[config.mk]
export PLATFORM = sky130hd
export DESIGN_NAME = madt_table_stream_parser_top_flat
export DESIGN_NICKNAME = d
export VERILOG_FILES = /design/src/design/madt_pkg.sv /design/src/design/madt_if.sv /design/src/design/madt_parse.sv /design/src/design/madt_emit.sv /design/src/design/madt_table_stream_parser_top.sv /design/src/flat_wrapper.sv
export SDC_FILE = /design/constraint.sdc
export NUM_CORES = 1
export LEC_CHECK = 0
export BUFFER_PORTS_ARGS = -buffer_cell sky130_fd_sc_hd__buf_2
export CAP_MARGIN = 10
export CORE_MARGIN = 3
export CORE_UTILIZATION = 45
export DETAILED_ROUTE_END_ITERATION = 10
export GPL_TIMING_DRIVEN = 0
export PLACE_DENSITY_LB_ADDON = 0.12
export SYNTH_ARGS = -nofsm -noshare
export SYNTH_HDL_FRONTEND = slang
export SYNTH_HIERARCHICAL = 1
export SYNTH_SLANG_ARGS = --single-unit
export TNS_END_PERCENT = 5
[constraint.sdc]
create_clock -name clk -period 21.7 [get_ports clk]
set_input_delay 4.34 -clock clk [delete_from_list [all_inputs] [get_ports clk]]
set_output_delay 4.34 -clock clk [all_outputs]
set_load 0.1 [all_outputs]
[src/design/madt_pkg.sv]
// ----------------------------------------------------------------------------
// madt_pkg
// Shared types and constants for the MADT stream parser.
// ----------------------------------------------------------------------------
`default_nettype none

package madt_pkg;

  // "APIC", byte 0 in the low lane
  localparam logic [31:0] MADT_SIGNATURE = 32'h4349_5041;

  localparam int unsigned MAX_OUT          = 16;
  localparam int unsigned BASE_AT          = 36;
  localparam int unsigned ENTRIES_AT       = 44;
  localparam logic [7:0]  TYPE_LAPIC       = 8'd0;
  localparam logic [7:0]  TYPE_LAPIC_OVR   = 8'd5;
  localparam logic [7:0]  LAPIC_MIN_LEN    = 8'd8;
  localparam logic [7:0]  OVERRIDE_MIN_LEN = 8'd12;
  localparam logic [7:0]  ENTRY_MIN_LEN    = 8'd2;
  localparam logic [7:0]  NO_ID            = 8'hFF;

  localparam logic [1:0] ST_OK      = 2'd0;
  localparam logic [1:0] ST_BAD_SIG = 2'd1;
  localparam logic [1:0] ST_BAD_SUM = 2'd2;
  localparam logic [1:0] ST_TRUNC   = 2'd3;

  // summary of one finished table, handed from parser to emitter
  typedef struct packed {
    logic [1:0]  status;
    logic [63:0] lapic_base;
    logic [4:0]  usable_cpus;
    logic        has_ids;
    logic [3:0]  last_idx;
  } madt_job_t;

endpackage

`default_nettype wire

[src/design/madt_if.sv]
// ----------------------------------------------------------------------------
// madt_in_if / madt_out_if
// Valid/ready channels for table bytes and parse results.
// ----------------------------------------------------------------------------
`default_nettype none

interface madt_in_if;
  logic       valid;
  logic       ready;
  logic [7:0] table_byte;
  logic       stream_end;

  modport source (output valid, output table_byte, output stream_end, input ready);
  modport sink   (input valid, input table_byte, input stream_end, output ready);
endinterface

interface madt_out_if;
  logic        valid;
  logic        ready;
  logic [1:0]  status;
  logic [63:0] lapic_base;
  logic [4:0]  usable_cpus;
  logic [3:0]  cpu_slot;
  logic [7:0]  apic_id;
  logic        last_result;

  modport source (output valid, output status, output lapic_base, output usable_cpus,
                  output cpu_slot, output apic_id, output last_result, input ready);
  modport sink   (input valid, input status, input lapic_base, input usable_cpus,
                  input cpu_slot, input apic_id, input last_result, output ready);
endinterface

`default_nettype wire

[src/design/madt_parse.sv]
// ----------------------------------------------------------------------------
// madt_parse
// Input register and per-byte table parser; hands a job summary out at table or stream end.
// ----------------------------------------------------------------------------
`default_nettype none

module madt_parse
  import madt_pkg::*;
#(
  parameter int unsigned MAX_CPUS = 16
) (
  input  wire logic       clk,
  input  wire logic       rst_n,
  input  wire logic       in_valid,
  output logic            in_ready,
  input  wire logic [7:0] in_table_byte,
  input  wire logic       in_stream_end,
  output logic            job_valid,
  input  wire logic       job_ready,
  output madt_job_t       job,
  output logic [7:0]      job_list [(MAX_CPUS < MAX_OUT) ? MAX_CPUS : MAX_OUT]
);

  localparam int unsigned LIST_DEPTH = (MAX_CPUS < MAX_OUT) ? MAX_CPUS : MAX_OUT;
  localparam int unsigned IDX_W      = (LIST_DEPTH > 1) ? $clog2(LIST_DEPTH) : 1;
  localparam int unsigned CNT_W      = $clog2(MAX_CPUS + 1);

  // input register
  logic       s1_valid_r;
  logic [7:0] s1_byte_r;
  logic       s1_end_r;

  // parse state
  logic [31:0]      off_r,  off_nxt;
  logic [31:0]      tl_r,   tl_nxt;
  logic [7:0]       sum_r,  sum_nxt;
  logic             sig_r,  sig_nxt;
  logic [7:0]       eo_r,   eo_nxt;
  logic [7:0]       et_r,   et_nxt;
  logic [7:0]       el_r,   el_nxt;
  logic             stop_r, stop_nxt;
  logic [7:0]       pid_r,  pid_nxt;
  logic [63:0]      os_r,   os_nxt;
  logic [63:0]      base_r, base_nxt;
  logic [CNT_W-1:0] cnt_r,  cnt_nxt;
  logic [7:0]       list_r   [LIST_DEPTH];
  logic [7:0]       list_nxt [LIST_DEPTH];

  logic [7:0]  b;
  logic [7:0]  len_cur;
  logic [1:0]  flags;
  logic [63:0] os_new;
  logic [7:0]  cnt8;
  logic        done, fin, adv;
  logic [1:0]  status;
  logic        has_ids;

  assign b = s1_byte_r;

  always_comb begin
    off_nxt  = off_r + 32'd1;
    tl_nxt   = tl_r;
    sum_nxt  = sum_r + b;
    sig_nxt  = sig_r;
    eo_nxt   = eo_r;
    et_nxt   = et_r;
    el_nxt   = el_r;
    stop_nxt = stop_r;
    pid_nxt  = pid_r;
    os_nxt   = os_r;
    base_nxt = base_r;
    cnt_nxt  = cnt_r;
    list_nxt = list_r;
    len_cur  = (eo_r == 8'd1) ? b : el_r;
    flags    = b[1:0];
    os_new   = os_r | (64'(b) << {3'(eo_r - 8'd4), 3'b000});

    if (off_r < 32'd4) begin
      if (b != MADT_SIGNATURE[{off_r[1:0], 3'b000} +: 8]) sig_nxt = 1'b0;
    end else if (off_r < 32'd8) begin
      tl_nxt = tl_r | (32'(b) << {off_r[1:0], 3'b000});
    end else if (off_r >= 32'(BASE_AT) && off_r < 32'(BASE_AT + 4)) begin
      base_nxt = base_r | (64'(b) << {off_r[1:0], 3'b000});
    end else if (off_r >= 32'(ENTRIES_AT) && !stop_r) begin
      if (eo_r == 8'd1 &&
          (b < ENTRY_MIN_LEN ||
           ({1'b0, off_r - 32'd1} + 33'(b)) > {1'b0, tl_r})) begin
        // bad or overrunning entry: walk stops, offset left as is
        el_nxt   = b;
        stop_nxt = 1'b1;
      end else begin
        if (eo_r == 8'd0) begin
          et_nxt = b;
        end else if (eo_r == 8'd1) begin
          el_nxt = b;
        end else if (et_r == TYPE_LAPIC && el_r >= LAPIC_MIN_LEN) begin
          if (eo_r == 8'd3) pid_nxt = b;
          if (eo_r == 8'd4 && flags != 2'b00 && 8'(cnt_r) < 8'(MAX_CPUS)) begin
            cnt_nxt = cnt_r + CNT_W'(1);
            if (8'(cnt_r) < 8'(LIST_DEPTH)) list_nxt[cnt_r[IDX_W-1:0]] = pid_r;
          end
        end else if (et_r == TYPE_LAPIC_OVR && el_r >= OVERRIDE_MIN_LEN) begin
          if (eo_r >= 8'd4 && eo_r <= 8'd11) begin
            os_nxt = os_new;
            if (eo_r == 8'd11) base_nxt = os_new;
          end
        end
        if (eo_r != 8'd0 && ({1'b0, eo_r} + 9'd1) >= {1'b0, len_cur}) begin
          eo_nxt = 8'd0;
          os_nxt = 64'd0;
        end else begin
          eo_nxt = eo_r + 8'd1;
        end
      end
    end
  end

  assign done = (off_r >= 32'd7) && (({1'b0, off_r} + 33'd1) >= {1'b0, tl_nxt});
  assign fin  = done || s1_end_r;
  assign adv  = s1_valid_r && (!fin || job_ready);
  assign in_ready = !s1_valid_r || adv;

  always_comb begin
    if (!done)          status = ST_TRUNC;
    else if (!sig_nxt)  status = ST_BAD_SIG;
    else if (sum_nxt != 8'd0) status = ST_BAD_SUM;
    else                status = ST_OK;
  end

  assign cnt8    = 8'(cnt_nxt);
  assign has_ids = (status == ST_OK) && (cnt8 != 8'd0);

  always_comb begin
    job.status      = status;
    job.lapic_base  = (status == ST_OK) ? base_nxt : 64'd0;
    job.has_ids     = has_ids;
    job.usable_cpus = !has_ids ? 5'd0 : ((cnt8 > 8'd31) ? 5'd31 : cnt8[4:0]);
    job.last_idx    = !has_ids ? 4'd0 : ((cnt8 >= 8'd16) ? 4'd15 : 4'(cnt8 - 8'd1));
  end

  assign job_valid = s1_valid_r && fin;
  assign job_list  = list_nxt;

  always_ff @(posedge clk) begin
    if (!rst_n) begin
      s1_valid_r <= 1'b0;
    end else if (in_valid && in_ready) begin
      s1_valid_r <= 1'b1;
    end else if (adv) begin
      s1_valid_r <= 1'b0;
    end
  end

  always_ff @(posedge clk) begin
    if (in_valid && in_ready) begin
      s1_byte_r <= in_table_byte;
      s1_end_r  <= in_stream_end;
    end
  end

  always_ff @(posedge clk) begin
    if (!rst_n || (adv && fin)) begin
      off_r  <= 32'd0;
      tl_r   <= 32'd0;
      sum_r  <= 8'd0;
      sig_r  <= 1'b1;
      eo_r   <= 8'd0;
      et_r   <= 8'd0;
      el_r   <= 8'd0;
      stop_r <= 1'b0;
      pid_r  <= 8'd0;
      os_r   <= 64'd0;
      base_r <= 64'd0;
      cnt_r  <= '0;
    end else if (adv) begin
      off_r  <= off_nxt;
      tl_r   <= tl_nxt;
      sum_r  <= sum_nxt;
      sig_r  <= sig_nxt;
      eo_r   <= eo_nxt;
      et_r   <= et_nxt;
      el_r   <= el_nxt;
      stop_r <= stop_nxt;
      pid_r  <= pid_nxt;
      os_r   <= os_nxt;
      base_r <= base_nxt;
      cnt_r  <= cnt_nxt;
    end
  end

  always_ff @(posedge clk) begin
    if (adv) list_r <= list_nxt;
  end

  a_cnt_bound: assert property (@(posedge clk) disable iff (!rst_n)
    8'(cnt_r) <= 8'(MAX_CPUS))
    else $error("id count beyond MAX_CPUS");

  a_stall_holds: assert property (@(posedge clk) disable iff (!rst_n)
    (s1_valid_r && !adv) |=> (s1_valid_r && $stable(s1_byte_r) && $stable(off_r)))
    else $error("stalled byte lost or state moved");

  a_fin_resets: assert property (@(posedge clk) disable iff (!rst_n)
    (adv && fin) |=> (off_r == 32'd0 && cnt_r == '0 && sig_r))
    else $error("table end did not restart the parser");

endmodule

`default_nettype wire

[src/design/madt_emit.sv]
// ----------------------------------------------------------------------------
// madt_emit
// Holds one finished table and steps out its results, one per transaction.
// ----------------------------------------------------------------------------
`default_nettype none

module madt_emit
  import madt_pkg::*;
#(
  parameter int unsigned MAX_CPUS = 16
) (
  input  wire logic       clk,
  input  wire logic       rst_n,
  input  wire logic       job_valid,
  output logic            job_ready,
  input  wire madt_job_t  job,
  input  wire logic [7:0] job_list [(MAX_CPUS < MAX_OUT) ? MAX_CPUS : MAX_OUT],
  output logic            out_valid,
  input  wire logic       out_ready,
  output logic [1:0]      out_status,
  output logic [63:0]     out_lapic_base,
  output logic [4:0]      out_usable_cpus,
  output logic [3:0]      out_cpu_slot,
  output logic [7:0]      out_apic_id,
  output logic            out_last_result
);

  localparam int unsigned LIST_DEPTH = (MAX_CPUS < MAX_OUT) ? MAX_CPUS : MAX_OUT;
  localparam int unsigned IDX_W      = (LIST_DEPTH > 1) ? $clog2(LIST_DEPTH) : 1;

  logic       busy_r;
  logic [3:0] idx_r;
  madt_job_t  job_r;
  logic [7:0] list_r [LIST_DEPTH];

  logic out_fire, is_last, load;

  assign is_last   = (idx_r == job_r.last_idx);
  assign out_fire  = busy_r && out_ready;
  assign job_ready = !busy_r || (out_ready && is_last);
  assign load      = job_valid && job_ready;

  always_ff @(posedge clk) begin
    if (!rst_n) begin
      busy_r <= 1'b0;
      idx_r  <= 4'd0;
    end else if (load) begin
      busy_r <= 1'b1;
      idx_r  <= 4'd0;
    end else if (out_fire) begin
      if (is_last) busy_r <= 1'b0;
      else         idx_r  <= idx_r + 4'd1;
    end
  end

  always_ff @(posedge clk) begin
    if (load) begin
      job_r  <= job;
      list_r <= job_list;
    end
  end

  assign out_valid       = busy_r;
  assign out_status      = job_r.status;
  assign out_lapic_base  = job_r.lapic_base;
  assign out_usable_cpus = job_r.usable_cpus;
  assign out_cpu_slot    = job_r.has_ids ? idx_r : 4'd0;
  assign out_apic_id     = job_r.has_ids ? list_r[idx_r[IDX_W-1:0]] : NO_ID;
  assign out_last_result = is_last;

  a_idx_bound: assert property (@(posedge clk) disable iff (!rst_n)
    busy_r |-> (idx_r <= job_r.last_idx))
    else $error("result index past last");

  a_noid_single: assert property (@(posedge clk) disable iff (!rst_n)
    (busy_r && !job_r.has_ids) |-> (job_r.last_idx == 4'd0 && idx_r == 4'd0))
    else $error("idless job with more than one result");

  a_bad_is_bare: assert property (@(posedge clk) disable iff (!rst_n)
    (busy_r && job_r.status != ST_OK) |->
      (!job_r.has_ids && job_r.lapic_base == 64'd0 && job_r.usable_cpus == 5'd0))
    else $error("failed table carries data");

  a_step: assert property (@(posedge clk) disable iff (!rst_n)
    (out_fire && !is_last) |=> (busy_r && idx_r == $past(idx_r) + 4'd1))
    else $error("result sequence skipped");

endmodule

`default_nettype wire

[src/design/madt_table_stream_parser_top.sv]
// ----------------------------------------------------------------------------
// madt_table_stream_parser_top
// MADT byte-stream parser: signature, length, checksum, LAPIC base and ids.
// ----------------------------------------------------------------------------
// Throughput: one byte per cycle unless input stalls; results drain at one per cycle
// while the sink is ready. Final byte: input register, then emitter job register.
// Input stalls only when a table ends while the previous table's results,
// held in the emitter's single job register, are not all taken yet.
// Reset: synchronous, active low; clears handshake state and restarts the table.
`default_nettype none

module madt_table_stream_parser_top
  import madt_pkg::*;
#(
  parameter int unsigned MAX_CPUS = 16
) (
  input  wire logic  clk,
  input  wire logic  rst_n,
  madt_in_if.sink    in_ch,
  madt_out_if.source out_ch
);

  localparam int unsigned LIST_DEPTH = (MAX_CPUS < MAX_OUT) ? MAX_CPUS : MAX_OUT;

  logic       job_valid;
  logic       job_ready;
  madt_job_t  job;
  logic [7:0] job_list [LIST_DEPTH];

  madt_parse #(.MAX_CPUS(MAX_CPUS)) u_parse (
    .clk           (clk),
    .rst_n         (rst_n),
    .in_valid      (in_ch.valid),
    .in_ready      (in_ch.ready),
    .in_table_byte (in_ch.table_byte),
    .in_stream_end (in_ch.stream_end),
    .job_valid     (job_valid),
    .job_ready     (job_ready),
    .job           (job),
    .job_list      (job_list)
  );

  madt_emit #(.MAX_CPUS(MAX_CPUS)) u_emit (
    .clk             (clk),
    .rst_n           (rst_n),
    .job_valid       (job_valid),
    .job_ready       (job_ready),
    .job             (job),
    .job_list        (job_list),
    .out_valid       (out_ch.valid),
    .out_ready       (out_ch.ready),
    .out_status      (out_ch.status),
    .out_lapic_base  (out_ch.lapic_base),
    .out_usable_cpus (out_ch.usable_cpus),
    .out_cpu_slot    (out_ch.cpu_slot),
    .out_apic_id     (out_ch.apic_id),
    .out_last_result (out_ch.last_result)
  );

endmodule

`default_nettype wire

[src/flat_wrapper.sv]
// flat-port wrapper written by rule: the top's interface ports become plain ports
module madt_table_stream_parser_top_flat import madt_pkg::*;
#(
  parameter int unsigned MAX_CPUS = 16
)
  (clk, rst_n, in_ch_valid, in_ch_table_byte, in_ch_stream_end, in_ch_ready, out_ch_valid, out_ch_status, out_ch_lapic_base, out_ch_usable_cpus, out_ch_cpu_slot, out_ch_apic_id, out_ch_last_result, out_ch_ready);
  madt_in_if in_ch_i ();
  madt_out_if out_ch_i ();
  input  wire logic clk;
  input  wire logic rst_n;
  input wire logic [$bits(in_ch_i.valid)-1:0] in_ch_valid;
  input wire logic [$bits(in_ch_i.table_byte)-1:0] in_ch_table_byte;
  input wire logic [$bits(in_ch_i.stream_end)-1:0] in_ch_stream_end;
  output wire logic [$bits(in_ch_i.ready)-1:0] in_ch_ready;
  output wire logic [$bits(out_ch_i.valid)-1:0] out_ch_valid;
  output wire logic [$bits(out_ch_i.status)-1:0] out_ch_status;
  output wire logic [$bits(out_ch_i.lapic_base)-1:0] out_ch_lapic_base;
  output wire logic [$bits(out_ch_i.usable_cpus)-1:0] out_ch_usable_cpus;
  output wire logic [$bits(out_ch_i.cpu_slot)-1:0] out_ch_cpu_slot;
  output wire logic [$bits(out_ch_i.apic_id)-1:0] out_ch_apic_id;
  output wire logic [$bits(out_ch_i.last_result)-1:0] out_ch_last_result;
  input wire logic [$bits(out_ch_i.ready)-1:0] out_ch_ready;
  assign in_ch_i.valid = in_ch_valid;
  assign in_ch_i.table_byte = in_ch_table_byte;
  assign in_ch_i.stream_end = in_ch_stream_end;
  assign in_ch_ready = in_ch_i.ready;
  assign out_ch_valid = out_ch_i.valid;
  assign out_ch_status = out_ch_i.status;
  assign out_ch_lapic_base = out_ch_i.lapic_base;
  assign out_ch_usable_cpus = out_ch_i.usable_cpus;
  assign out_ch_cpu_slot = out_ch_i.cpu_slot;
  assign out_ch_apic_id = out_ch_i.apic_id;
  assign out_ch_last_result = out_ch_i.last_result;
  assign out_ch_i.ready = out_ch_ready;
  madt_table_stream_parser_top #(.MAX_CPUS(MAX_CPUS)) u_core (.clk(clk), .rst_n(rst_n), .in_ch(in_ch_i), .out_ch(out_ch_i));
endmodule
==> flow_metrics.env <==
export IMPL_ys_seq_area_share_pct=49.5
export IMPL_timing_setup_tns_ps=0
export IMPL_cts_tree="yes"
export IMPL_io_pins=99
export IMPL_crit_fanout=10
export IMPL_start_util_pct=45.9
export IMPL_drcViolationCount=0
export IMPL_grt_pass1_wl_mm=137
export IMPL_wl_per_cell_um=22.6
export IMPL_worstPathRequired_ps=17360
export IMPL_cts_max_level=3
export IMPL_vias=23500
export IMPL_grt_overflow=0
export IMPL_dp_cells=3846
export IMPL_synth_area_per_cell_um2=10.6
export IMPL_synth_top_cell_area_share_pct=33.5
export IMPL_coreArea_mm2=0.0666
export IMPL_root_buffer="clkbuf_16"
export IMPL_synth_edf_count=341
export IMPL_p_comb_share_pct=13.6
export IMPL_rsz0062_at_grt="false"
export IMPL_synth_area_top_cells="edfxtp_1, dfxtp_1, mux2_2"
export IMPL_p_int_mw=2.01
export IMPL_antenna_found_initial=0
export IMPL_cp_start_kind="flip-flop"
export IMPL_endpoint="in_ch_ready"
export IMPL_regToRegSetupSlack_ps=13120
export IMPL_hpwlAfterDp_mm=64.2
export IMPL_path_cells="clkbuf_1, nor4_1, and4_1, nand2_1, nor2_1, nand2_1, nor3_1, a21oi_1, ha_1, nand4_1, nor3_1, o221ai_1, o2111ai_1, a21o_1, clkbuf_1, nor2_1, nor3b_1, inv_1, buf_2"
export IMPL_finalSetupViolations=0
export IMPL_clock_sinks=586
export IMPL_critPathArrivalTime_ps=7310
export IMPL_status="complete, no violations"
export IMPL_synth_most_common_cell="edfxtp_1"
export IMPL_crit_path_max_incr_delay_ps=900
export IMPL_cts_setup_buffers=0
export IMPL_clkLatencyLatePin_ps=620
export IMPL_grt_use_total_pct=25.0
export IMPL_crit_type="reg2out"
export IMPL_reg2reg_to="u_core/u_parse/os_r[4]"
export IMPL_cp_startpoint="u_core/u_parse/off_r[19]"
export IMPL_routed_via_density=5.91
export IMPL_finalNetCount=3170
export IMPL_slew_headroom_pct=19.6
export IMPL_reg2reg_depth=25
export IMPL_mappedNetlistArea_mm2=0.0306
export IMPL_path_depth=19
export IMPL_min_path_type="reg2reg"
export IMPL_p_sw_mw=0.724
export IMPL_numPortBuffers=98
export IMPL_maxSlewViolCount=0
export IMPL_clock_fmax_mhz=85.8
export IMPL_drtIter0Drc=1805
export IMPL_cts_resized=0
export IMPL_path_buf_inv=4
export IMPL_rows=94
export IMPL_final_cells=3968
export IMPL_antenna_cells=0
export IMPL_netlist_top_cells_count="edfxtp_1, dfxtp_1, nand2_1, nor2_1, a21oi_1"
export IMPL_switching_share_pct=26.5
export IMPL_fin_crit_sh_pct=53.7
export IMPL_irDropWorstVdd_mv=0.0584
export IMPL_p_per_area_mw_per_mm2=78.9
export IMPL_grt_max_degree=61
export IMPL_p_leak_nw=11.9
export IMPL_fp_dieArea_mm2=0.0711
export IMPL_routed_wl_mm=89.9
export IMPL_seq_power_share_pct=44.1
export IMPL_die_h_um=267
export IMPL_yosysTopAreaCell="edfxtp_1"
export IMPL_yosysWarnings=6
export IMPL_crit_slowest_cell="nor3_1"
export IMPL_worst_setup_path_end_kind="output port"
export IMPL_worstMarginPinSlew_ps=1180
export IMPL_yosysUniqueCellTypes=83
export IMPL_synth_flop_cell="edfxtp_1"
export IMPL_ctsHoldBuffers=0
export IMPL_cts_buffers=67
export IMPL_hold_violations=0
export IMPL_async_flop_share_pct=0
export IMPL_synthCells=2875
export IMPL_whs_path_depth=1
export IMPL_grt_pass1_vias=22800
export IMPL_gp_congestion=0.909
export IMPL_clock_power_share_pct=42.3
export IMPL_syn_to_final_growth_pct=13.3
export IMPL_drtAntennaViolNets=0
export IMPL_finalCriticalPeriod_ps=11650
export IMPL_skew_ps=41.5
export IMPL_die_w_um=267
export IMPL_synth_ff_latch_count=586
export IMPL_crit_family="simple AND/OR/NAND/NOR gates"
export IMPL_r2r_start="u_core/u_parse/off_r[0]"
export IMPL_dr_pass1_iters=5
export IMPL_clkSlewWorstSetupHoldPaths_ps=60
export IMPL_post_route_cells_drive_above_1_share_pct=16.1
export IMPL_syn_nets=2993
export IMPL_clockBufferDepth=3
export IMPL_drv_cap=0
worst register-to-register path, delay by kind of cell (launching register included):
kind            cells  cell delay [ps]
compound gates      9             2610
xor+xnor            2              340
simple gates        7             2800
buf+inv             4             1400
fa+ha+maj           3              960
flops               1              390
registers in the layout (all words and copies together) (netlist names), 32 cells and up, named ones only:
name and count:
u_core/u_parse/base_r 64, u_core/u_parse/list_r 128, u_core/u_emit/list_r 128, u_core/u_emit/out_lapic_base 64, u_core/u_parse/os_r 64, u_core/u_parse/off_r 32, u_core/u_parse/tl_r 32
area by class of cell:
cell class	instances	area, um2
multi-input combinational	1940	13700
clock inverter	35	428
clock buffer	86	1840
timing repair buffer	108	681
buffer	290	1510
inverter	59	221
sequential	586	15100
fill	5968	31900
tap	864	1080
metal layers:
metal / routed length, um / vias to the layer above / GRT usage (%)
met1: 39100 / 11500 / 33.5
met2: 42400 / 792 / 41.7
met4: 3070 / 0 / 8.58
met5: 0 / - / 0
li1: - / 11000 / -
met3: 5260 / 176 / 3.51
cell families after synthesis:
logic type / synth area share [%]
AND/OR/NAND/NOR: 15.5
flip-flops: 49.5
AO/OA/AOI/OAI: 11.6
buffers and inverters: 5.66
multiplexers: 9.51
XOR/XNOR: 3.90
adder cells (fa/ha/maj): 4.35
per-stage QoR:
stage / hold WS [ps] / instance area (um2) / setup slack [ps] / power [mW] / utilization (%)
after floorplan: 434 / 30600 / 7920 / 1.50 / -
after global placement: 443 / 32100 / 2410 / 1.60 / 48.3
after detailed placement: 452 / 32400 / 10850 / 1.60 / 48.6
after CTS: 461 / 34600 / 10170 / 2.76 / 52.0
after global routing: 475 / 34600 / 9800 / 2.84 / 52.0
final: 466 / 34600 / 10050 / 2.73 / 52.0
how the worst min path moves through the flow:
stage / from / slack [ps] / end
2_1_floorplan: u_core/u_parse/et_r[6] / 430 / u_core/u_parse/et_r[6]
3_3_place_gp: u_core/u_parse/et_r[5] / 440 / u_core/u_parse/et_r[5]
3_5_place_dp: u_core/u_parse/et_r[5] / 450 / u_core/u_parse/et_r[5]
4_1_cts: u_core/u_parse/et_r[5] / 460 / u_core/u_parse/et_r[5]
5_1_grt: u_core/u_parse/os_r[17] / 480 / u_core/u_parse/os_r[17]
6_report: u_core/u_parse/os_r[17] / 470 / u_core/u_parse/os_r[17]
power groups by stage:
| stage | Clock [mW] | Combinational, mW | Sequential (mW) |
|---|---|---|---|
| global route | 1.23 | 0.406 | 1.21 |
| floorplan | 0 | 0.263 | 1.23 |
| finish | 1.16 | 0.372 | 1.21 |
| detailed placement | 0 | 0.367 | 1.23 |
| CTS | 1.19 | 0.368 | 1.21 |
| global placement | 0 | 0.354 | 1.24 |
cells in the final DEF, fill, tap and decap left out, types with 77 or more instances in the layout:
master,count
a21oi_1,186
buf_2,117
clkbuf_1,166
dfxtp_1,245
edfxtp_1,341
ha_1,103
mux2_2,136
nand2_1,234
nand3_1,112
nor2_1,191
nor3_1,78
nor4_1,90
o21a_1,77
No activity file was read; power rests on OpenSTA's default activity.
